--- src/hw/rtl/afb_pkg.sv ---
package afb_pkg;

   // geometry defaults
   localparam int DEF_MAX_WIDTH  = 256;
   localparam int DEF_MAX_HEIGHT = 256;

   // field widths
   localparam int CMD_W      = 3;
   localparam int COORD_W    = 12;
   localparam int DIM_W      = 9;
   localparam int PIX_W      = 32;
   localparam int DEPTH_W    = 8;
   localparam int CSR_IDX_W  = 2;
   localparam int CSR_DATA_W = 32;

   // commands
   localparam logic [CMD_W-1:0] CMD_PLOT  = 3'd0;
   localparam logic [CMD_W-1:0] CMD_READ  = 3'd1;
   localparam logic [CMD_W-1:0] CMD_CLEAR = 3'd2;
   localparam logic [CMD_W-1:0] CMD_PUSH  = 3'd3;
   localparam logic [CMD_W-1:0] CMD_POP   = 3'd4;

   // register indexes
   localparam logic [CSR_IDX_W-1:0] CSR_FRAME_WIDTH  = 2'd0;
   localparam logic [CSR_IDX_W-1:0] CSR_FRAME_HEIGHT = 2'd1;
   localparam logic [CSR_IDX_W-1:0] CSR_DRAW_COLOR   = 2'd2;

   // reset values
   localparam logic [DIM_W-1:0]   FRAME_DIM_RESET = 9'd256;
   localparam logic [PIX_W-1:0]   COLOR_RESET     = 32'hFFC8_C8C8;
   localparam logic [PIX_W-1:0]   BASE_RESET      = 32'hFF1E_1E1E;
   localparam logic [DEPTH_W-1:0] DEPTH_MAX       = 8'd255;

   // controller to datapath commands
   typedef struct packed {
      logic fill_base;    // write fill value into base store
      logic fill_ovl;     // write fill value into overlay store
      logic fill_clear;   // fill with reset values instead of draw color
      logic blend;        // start a read-blend-write of a base pixel
      logic blend_ovl;    // blend source is the overlay pixel, else draw color
      logic rd;           // read both stores into the read registers
      logic rsp_load;     // load the pixel result register
      logic rsp_pix_en;   // result carries a read pixel
      logic rsp_pix_ovl;  // read pixel comes from the overlay
   } dp_cmd_type;

endpackage

--- src/hw/rtl/afb_ctrl.sv ---
module afb_ctrl #(
   parameter int MAX_WIDTH  = afb_pkg::DEF_MAX_WIDTH,
   parameter int MAX_HEIGHT = afb_pkg::DEF_MAX_HEIGHT,
   parameter int DEPTH      = MAX_WIDTH * MAX_HEIGHT,
   parameter int AW         = (DEPTH > 1) ? $clog2(DEPTH) : 1
) (
   input  logic                               clock,
   input  logic                               reset,
   input  logic                               req_valid,
   output logic                               req_ready,
   input  logic [afb_pkg::CMD_W-1:0]          req_cmd,
   input  logic signed [afb_pkg::COORD_W-1:0] req_x_pos,
   input  logic signed [afb_pkg::COORD_W-1:0] req_y_pos,
   output logic                               rsp_valid,
   input  logic                               rsp_ready,
   output logic                               rsp_in_range,
   output logic [afb_pkg::DEPTH_W-1:0]        rsp_layer_depth,
   input  logic [afb_pkg::DIM_W-1:0]          frame_width,
   input  logic [afb_pkg::DIM_W-1:0]          frame_height,
   output afb_pkg::dp_cmd_type                dp_cmd,
   output logic [AW-1:0]                      dp_addr,
   input  logic                               dp_busy
);

   localparam int CW  = afb_pkg::COORD_W;
   localparam int ACW = 2 * afb_pkg::COORD_W;

   localparam logic [2:0] ST_INIT   = 3'd0;
   localparam logic [2:0] ST_IDLE   = 3'd1;
   localparam logic [2:0] ST_DECODE = 3'd2;
   localparam logic [2:0] ST_SWEEP  = 3'd3;
   localparam logic [2:0] ST_LINEAR = 3'd4;
   localparam logic [2:0] ST_DRAIN  = 3'd5;
   localparam logic [2:0] ST_RESP   = 3'd6;

   localparam logic [CW-1:0] MAX_W_L = CW'(MAX_WIDTH);
   localparam logic [CW-1:0] MAX_H_L = CW'(MAX_HEIGHT);

   logic [2:0]                   state_ff, state_in;
   logic [afb_pkg::DEPTH_W-1:0]  nest_ff, nest_in;
   logic [afb_pkg::CMD_W-1:0]    item_cmd_ff, item_cmd_in;
   logic signed [CW-1:0]         item_x_ff, item_x_in;
   logic signed [CW-1:0]         item_y_ff, item_y_in;
   logic [AW-1:0]                addr_ff, addr_in;
   logic [AW-1:0]                row_ff, row_in;
   logic [CW-1:0]                xcnt_ff, xcnt_in;
   logic [CW-1:0]                ycnt_ff, ycnt_in;
   logic                         merge_ff, merge_in;
   logic                         sweep_ovl_ff, sweep_ovl_in;
   logic                         rng_ff, rng_in;
   logic                         pix_en_ff, pix_en_in;
   logic                         pix_ovl_ff, pix_ovl_in;
   logic                         rsp_valid_ff, rsp_valid_in;
   logic                         rsp_range_ff, rsp_range_in;
   logic [afb_pkg::DEPTH_W-1:0]  rsp_depth_ff, rsp_depth_in;

   logic [CW-1:0]  eff_w;
   logic [CW-1:0]  eff_h;
   logic           frame_empty;
   logic           coord_in_frame;
   logic [ACW-1:0] item_lin;
   logic [AW-1:0]  item_addr;
   logic           row_end;
   logic           sweep_last;
   logic           lin_last;

   // frame size clamped to the store geometry
   always_comb begin
      eff_w = ({3'd0, frame_width} > MAX_W_L) ? MAX_W_L : CW'(frame_width);
      eff_h = ({3'd0, frame_height} > MAX_H_L) ? MAX_H_L : CW'(frame_height);
   end

   assign frame_empty = (eff_w == '0) || (eff_h == '0);
   assign coord_in_frame = !item_x_ff[CW-1] && !item_y_ff[CW-1]
                && ($unsigned(item_x_ff) < eff_w) && ($unsigned(item_y_ff) < eff_h);
   assign item_lin = {{CW{1'b0}}, item_y_ff} * ACW'(MAX_WIDTH)
                   + {{CW{1'b0}}, item_x_ff};
   assign item_addr = item_lin[AW-1:0];

   assign row_end    = (xcnt_ff == eff_w - CW'(1));
   assign sweep_last = row_end && (ycnt_ff == eff_h - CW'(1));
   assign lin_last   = (addr_ff == AW'(DEPTH - 1));

   always_comb begin
      state_in     = state_ff;
      nest_in      = nest_ff;
      item_cmd_in  = item_cmd_ff;
      item_x_in    = item_x_ff;
      item_y_in    = item_y_ff;
      addr_in      = addr_ff;
      row_in       = row_ff;
      xcnt_in      = xcnt_ff;
      ycnt_in      = ycnt_ff;
      merge_in     = merge_ff;
      sweep_ovl_in = sweep_ovl_ff;
      rng_in       = rng_ff;
      pix_en_in    = pix_en_ff;
      pix_ovl_in   = pix_ovl_ff;
      rsp_valid_in = rsp_valid_ff;
      rsp_range_in = rsp_range_ff;
      rsp_depth_in = rsp_depth_ff;
      dp_cmd       = '0;
      req_ready    = 1'b0;

      if (rsp_valid_ff && rsp_ready) begin
         rsp_valid_in = 1'b0;
      end

      unique case (state_ff)
         ST_INIT: begin
            // power-up clear of both stores
            dp_cmd.fill_base  = 1'b1;
            dp_cmd.fill_ovl   = 1'b1;
            dp_cmd.fill_clear = 1'b1;
            addr_in = addr_ff + AW'(1);
            if (lin_last) begin
               state_in = ST_IDLE;
            end
         end
         ST_IDLE: begin
            req_ready = 1'b1;
            if (req_valid) begin
               item_cmd_in = req_cmd;
               item_x_in   = req_x_pos;
               item_y_in   = req_y_pos;
               state_in    = ST_DECODE;
            end
         end
         ST_DECODE: begin
            rng_in     = 1'b0;
            pix_en_in  = 1'b0;
            pix_ovl_in = (nest_ff != '0);
            state_in   = ST_RESP;
            xcnt_in    = '0;
            ycnt_in    = '0;
            addr_in    = '0;
            row_in     = '0;
            unique case (item_cmd_ff)
               afb_pkg::CMD_PLOT: begin
                  if (coord_in_frame) begin
                     rng_in = 1'b1;
                     if (nest_ff != '0) begin
                        dp_cmd.fill_ovl = 1'b1;
                     end else begin
                        dp_cmd.blend = 1'b1;
                        state_in     = ST_DRAIN;
                     end
                  end
               end
               afb_pkg::CMD_READ: begin
                  if (coord_in_frame) begin
                     rng_in    = 1'b1;
                     pix_en_in = 1'b1;
                     dp_cmd.rd = 1'b1;
                  end
               end
               afb_pkg::CMD_CLEAR: begin
                  merge_in     = 1'b0;
                  sweep_ovl_in = (nest_ff != '0);
                  if (!frame_empty) begin
                     state_in = ST_SWEEP;
                  end
               end
               afb_pkg::CMD_PUSH: begin
                  if (nest_ff == '0) begin
                     // first layer starts from an empty overlay
                     nest_in  = afb_pkg::DEPTH_W'(1);
                     state_in = ST_LINEAR;
                  end else if (nest_ff != afb_pkg::DEPTH_MAX) begin
                     nest_in = nest_ff + afb_pkg::DEPTH_W'(1);
                  end
               end
               afb_pkg::CMD_POP: begin
                  if (nest_ff > afb_pkg::DEPTH_W'(1)) begin
                     nest_in = nest_ff - afb_pkg::DEPTH_W'(1);
                  end else if (nest_ff == afb_pkg::DEPTH_W'(1)) begin
                     // closing the last layer merges the overlay onto the base
                     nest_in  = '0;
                     merge_in = 1'b1;
                     if (!frame_empty) begin
                        state_in = ST_SWEEP;
                     end
                  end
               end
               default: begin
               end
            endcase
         end
         ST_SWEEP: begin
            if (merge_ff) begin
               dp_cmd.blend     = 1'b1;
               dp_cmd.blend_ovl = 1'b1;
            end else begin
               dp_cmd.fill_base = !sweep_ovl_ff;
               dp_cmd.fill_ovl  = sweep_ovl_ff;
            end
            if (row_end) begin
               xcnt_in = '0;
               ycnt_in = ycnt_ff + CW'(1);
               row_in  = row_ff + AW'(MAX_WIDTH);
               addr_in = row_ff + AW'(MAX_WIDTH);
            end else begin
               xcnt_in = xcnt_ff + CW'(1);
               addr_in = addr_ff + AW'(1);
            end
            if (sweep_last) begin
               state_in = merge_ff ? ST_DRAIN : ST_RESP;
            end
         end
         ST_LINEAR: begin
            dp_cmd.fill_ovl   = 1'b1;
            dp_cmd.fill_clear = 1'b1;
            addr_in = addr_ff + AW'(1);
            if (lin_last) begin
               state_in = ST_RESP;
            end
         end
         ST_DRAIN: begin
            if (!dp_busy) begin
               state_in = ST_RESP;
            end
         end
         ST_RESP: begin
            if (!rsp_valid_ff || rsp_ready) begin
               rsp_valid_in       = 1'b1;
               rsp_range_in       = rng_ff;
               rsp_depth_in       = nest_ff;
               dp_cmd.rsp_load    = 1'b1;
               dp_cmd.rsp_pix_en  = pix_en_ff;
               dp_cmd.rsp_pix_ovl = pix_ovl_ff;
               state_in           = ST_IDLE;
            end
         end
         default: begin
            state_in = ST_IDLE;
         end
      endcase
   end

   assign dp_addr = (state_ff == ST_DECODE) ? item_addr : addr_ff;

   always_ff @(posedge clock) begin
      if (reset) begin
         state_ff     <= ST_INIT;
         nest_ff      <= '0;
         addr_ff      <= '0;
         rsp_valid_ff <= 1'b0;
      end else begin
         state_ff     <= state_in;
         nest_ff      <= nest_in;
         addr_ff      <= addr_in;
         rsp_valid_ff <= rsp_valid_in;
      end
   end

   always_ff @(posedge clock) begin
      item_cmd_ff  <= item_cmd_in;
      item_x_ff    <= item_x_in;
      item_y_ff    <= item_y_in;
      row_ff       <= row_in;
      xcnt_ff      <= xcnt_in;
      ycnt_ff      <= ycnt_in;
      merge_ff     <= merge_in;
      sweep_ovl_ff <= sweep_ovl_in;
      rng_ff       <= rng_in;
      pix_en_ff    <= pix_en_in;
      pix_ovl_ff   <= pix_ovl_in;
      rsp_range_ff <= rsp_range_in;
      rsp_depth_ff <= rsp_depth_in;
   end

   assign rsp_valid       = rsp_valid_ff;
   assign rsp_in_range    = rsp_range_ff;
   assign rsp_layer_depth = rsp_depth_ff;

   // result only once all blend write-backs have landed
   assert property (@(posedge clock) disable iff (reset) dp_cmd.rsp_load |-> !dp_busy)
      else $error("result loaded with blend still in flight");

   // base store write port is never claimed by a fill and a write-back at once
   assert property (@(posedge clock) disable iff (reset) dp_cmd.fill_base |-> !dp_busy)
      else $error("base fill collides with blend write-back");

   // nesting level only moves while a command is decoded
   assert property (@(posedge clock) disable iff (reset)
                    (state_ff != ST_DECODE) |=> $stable(nest_ff))
      else $error("layer depth changed outside decode");

   // a new item never enters while the pipeline still holds work
   assert property (@(posedge clock) disable iff (reset)
                    (req_valid && req_ready) |-> !dp_busy)
      else $error("item accepted with datapath busy");

endmodule

--- config.mk ---
export PLATFORM = sky130hd
export DESIGN_NAME = afb_ctrl
export DESIGN_NICKNAME = d
export VERILOG_FILES = /design/src/hw/rtl/afb_pkg.sv /design/src/hw/rtl/afb_ctrl.sv
export SDC_FILE = /design/constraint.sdc
export NUM_CORES = 1
export LEC_CHECK = 0
export BUFFER_PORTS_ARGS = -buffer_cell sky130_fd_sc_hd__buf_4
export CAP_MARGIN = 10
export CORE_ASPECT_RATIO = 1.75
export CORE_UTILIZATION = 30
export DETAILED_ROUTE_END_ITERATION = 12
export MAX_ROUTING_LAYER = met4
export PLACE_DENSITY = 0.5
export SLEW_MARGIN = 5
export SYNTH_ARGS = -nofsm -noshare
export SYNTH_HDL_FRONTEND = slang
export SYNTH_SLANG_ARGS = --single-unit
export TNS_END_PERCENT = 1
--- constraint.sdc ---
create_clock -name clock -period 11.34 [get_ports clock]
set_clock_uncertainty 0.05 [all_clocks]
set_input_delay 1.134 -clock clock [delete_from_list [all_inputs] [get_ports clock]]
set_output_delay 1.134 -clock clock [all_outputs]
set_load 0.1 [all_outputs]
# == Word level (Yosys, flattened, before mapping) ==
# Cells that the tools add are included.
# totals
out_inout_bits,36
input_bits,50
reg_bits,109
elab_cells,143
# op_classes
n_addsub,9
mux,56
reduce_logical,30
n_eq_ne,26
n_lt_le_gt_ge,5
# op_table
operator,n
$mux 16,3
$pmux 12 s2,2
$pmux 16 s3,1
$mux 3,11
$mux 8,4
$pmux 16 s2,1
$add 12x1->12 const B,2
$eq 12x12->1,2
$logic_not 12->1,2
$lt 12x9->1,2
$mux 12,2
$pmux 3 s7,1
$sub 9x1->10 const B,2
$gt 9x9->1 const B,2
$mux 9,2
$ne 2x2->1 const B,9
$mux 1,17
$add 16x1->16 const B,1
$add 16x12->16,1
$add 16x9->16 const B,1
$eq 16x16->1 const B,1
$pmux 8 s2,1
$eq 3x2->1 const B,4
$eq 3x3->1 const B,4
23 further kinds,48

# == Longest topological paths before layout ==
# logic_depth
depth_word,9
ltp_mapped,14
mapped_depth_nobuf,10

# == Least setup slack after synthesis ==
# Ideal clock, no wire load.
# synth_path
kind,input port to output port
start,in rsp_ready
end,out dp_cmd[0] in the netlist's numbering
path_buffers,0
path_stages,3
arrival_ps,4899
required_time_ps,10156
slack_ps,5257
cell_sequence,nor2b_1 -> nor3_1 -> and2_1
# synth_lines
item,line_no,source
from (decl),afb_ctrl.sv:15,"input logic rsp_ready,"
to (decl),afb_ctrl.sv:20,"output afb_pkg::dp_cmd_type dp_cmd,"

==> summary.md <==
| Metric | Value |
|---|---|
| Vias per cell | about 5.2 |
| Ys Warns | 0 |
| Max-cap violations | 0 |
| CTS sink count | just over 100 |
| Final hold slack | between 0.4 and 0.5 ns |
| Critical Path Fanout Max | 18 |
| Syn Nets | approximately 800 |
| Area growth syn-to-layout | 17.6% |
| Synth top area share | roughly a third |
| Overall Power | ~0.75 mW |
| Layout cells sized above 1 | about 15% |
| CTS tree | done |
| Die W | between 100 and 150 µm |
| Ys async rst share | 0% |
| Max-slew violations | 0 |
| Post-synthesis sequential area ratio | a little over two fifths |
| Drt wl/cell | 17.5 µm |
| Sw frac | between 20% and 30% |
| N_diodes | 0 |
| Cts hold-fix bufs | 0 |
| Filler instances | 2283 |
| Routed via count | ~5700 |
| I/O Buffers | 85 |
| Primary FF master, synth | edfxtp_1 |
| Synth unique cells | 77 |
| Setup bufs post-CTS | 0 |
| Final hold viol count | 0 |
| Area leader, netlist | edfxtp_1 |
| Cell count after synthesis | about 720 |
| Final setup TNS | 0 ns |
| Global placement routability congestion | 0.911 |
| Syn avg cell area | between 9 and 10 µm² |
| Period utilization | between 40 and 50% |
| Row cnt | 71 |
| Pin count of the biggest net entering global routing | 28 |
| Die area | between 20000 and 25000 µm² |
| Post-Place Cell Area | ~7500 µm² |
| Sequential fraction of design power | between 50% and 60% |
| Tmin final | 5.23 ns |
| Total placed cells including tap cells | between 1000 and 1500 |
| GRT overflow | 0 |
| Leakage | around 2.8 nW |
| Combinational Power Share | about 8.5% |
| GRT Total Usage | a little under a fifth |
| CP arrival | a little over 4 ns |
| Place WS | 6.02 ns |
| Synthesized cell area | 6590 µm² |
| Most numerous cell in the Yosys netlist | nand2_1 |
| Area contributors post-synth | edfxtp_1, dfxtp_1, ha_1, nand2_1, xnor2_1 |
| Clock share of power | between 30% and 40% |
| Routed wire length | approximately 19000 µm |
| Post-detail-place hpwl | approximately 15000 µm |
| Global-route wire length before repair | roughly 30000 µm |
| Number of nets still failing antenna checks after routing | 0 |
| RSZ-0062 raised after global routing | false |
| Pre-Repair DR Iteration Count | 5 |
| Initial antenna violation count | 0 |
| Final worst slack | between 6 and 7 ns |
| Status | finished, final reports clean |
| CTS root buf | clkbuf_16 |
| # resized after CTS | 0 |
| Die height | about 200 µm |
| Worst Path Required | between 10 and 15 ns |
| Finished Core Util | a little over a third |
| DRT iter0 DRCs | approximately 360 |
| Vias in the first global route | 5716 |
| Min-Delay Path Class | flip-flop to flip-flop |
| CTS buffer count | 9 |
| CORE AREA | 21500 µm² |
| Worst skew pair latency | roughly 0.36 ns |
| Worst Tran Pin Value | ~1.1 ns |
| Max IR drop VDD | between 0.00005 and 0.00006 V |
| Reg clk slew, reported paths | 0.07 ns |
| I/O Pins | between 80 and 90 |
| Clock tree buffer depth | 2 |
| Layout Cells excl Fill | ~1100 |
| Psw | between 0.15 and 0.2 mW |
| Final Setup Violations | 0 |
| Crit Path Category | input pin to output port |
| Pint | 0.570 mW |
| Startpoint class of the critical path | input pin |
| Peak Freq | about 190 MHz |
| Power Density | approximately 100 nW/µm² |
| Design Area, Final | ~7700 µm² |
| H-tree Lvls | 3 |
| Post-synth top cells | nand2_1, nor2_1, edfxtp_1 |
| Total Nets Final | just under 900 |
| Slew HR | between 20% and 30% |
| Number of synthesized flops with an enable pin | between 70 and 80 |
| Flops & latches, synth | between 100 and 150 |
| # DRC | 0 |
| Initial core utilization | between 30% and 40% |
| CP Capture Type | output port |
[power by group through the flow]
stage / clock network (mW) / logic (mW) / registers, mW
2_1_floorplan: 0 / 0.0379 / 0.402
3_3_place_gp: 0 / 0.0637 / 0.403
3_5_place_dp: 0 / 0.0641 / 0.403
4_1_cts: 0.304 / 0.0642 / 0.394
5_1_grt: 0.313 / 0.0704 / 0.394
6_report: 0.294 / 0.0641 / 0.394
[worst max-delay path, stage by stage]
cell	delay, ns
buf_4	0.19
clkinv_1	0.26
nand2_1	0.16
ha_1	0.25
a21oi_1	0.14
a2bb2oi_1	0.27
nand4_1	0.14
a211oi_1	0.44
nand2_1	0.18
nor2_1	0.33
a311o_1	0.26
buf_4	0.30
[final timing paths]
check | cells past startpoint | startpoint | slack [ns] | endpoint
worst max-delay path | 12 | frame_width[8] | 6.11 | dp_cmd[7]
worst min-delay path | 0 | rng_ff | 0.40 | rsp_in_range
worst max register to register | 9 | state_ff[1] | 6.86 | nest_ff[7]
worst min register to register | 0 | rng_ff | 0.40 | rsp_in_range
[cell usage in the layout (no fill, tap or decap), drive strengths merged, types with 19 or more instances in the layout]
| cell | Yosys | routed |
|---|---|---|
| xnor2 | 35 | 35 |
| buf | 9 | 88 |
| nand3 | 40 | 40 |
| a21oi | 31 | 31 |
| o21ai | 29 | 29 |
| dfxtp | 28 | 28 |
| nor3 | 28 | 28 |
| and3 | 19 | 19 |
| edfxtp | 73 | 73 |
| nor2 | 77 | 77 |
| ha | 29 | 29 |
| inv | 23 | 25 |
| xor2 | 28 | 28 |
| nand2 | 83 | 83 |
[logic make-up (layout without fill, tap and decap cells)]
group,after synthesis,after routing,share of synthesized area [%]
and+or+nand+nor,328,328,25.1
AOI/OAI and AO/OA,140,140,14.4
DFF,101,101,41.8
xor gates and xnor gates,63,63,8.37
buffers and inverters,57,130,3.74
adders and majority gates,30,30,5.81
muxes,5,5,0.797
[state kept, by name, indices dropped and copies added (netlist names)]
signal / cells
sweep_ovl_ff: 1
item_cmd_ff: 3
rsp_layer_depth: 8
rsp_valid: 1
row_ff: 8
rng_ff: 1
state_ff: 3
rsp_in_range: 1
nest_ff: 8
xcnt_ff: 12
addr_ff: 16
ycnt_ff: 12
item_y_ff: 12
merge_ff: 1
item_x_ff: 12
pix_en_ff: 1
pix_ovl_ff: 1
[area by class of cell]
cell class                 count  area [µm²]  share of cell area (%)
multi-input combinational    566        3600                    46.5
sequential                   101        2750                    35.5
timing repair buffer          88         661                    8.53
tap                          292         365                    4.71
clock buffer                  11         233                    3.00
inverter                      26        97.6                    1.26
clock inverter                 5        36.3                   0.468
[routing by layer]
metal	GRT usage, %	vias up	share of wire [%]	routed length [µm]
met2	32.8	123	54	10200
met1	18.7	2716	39	7380
li1	-	2777	-	-
met3	2.11	44	2.7	509
met5	-	-	0	0
met4	10.4	0	5.2	987
Note: power is estimated with default switching activity, not from simulation.
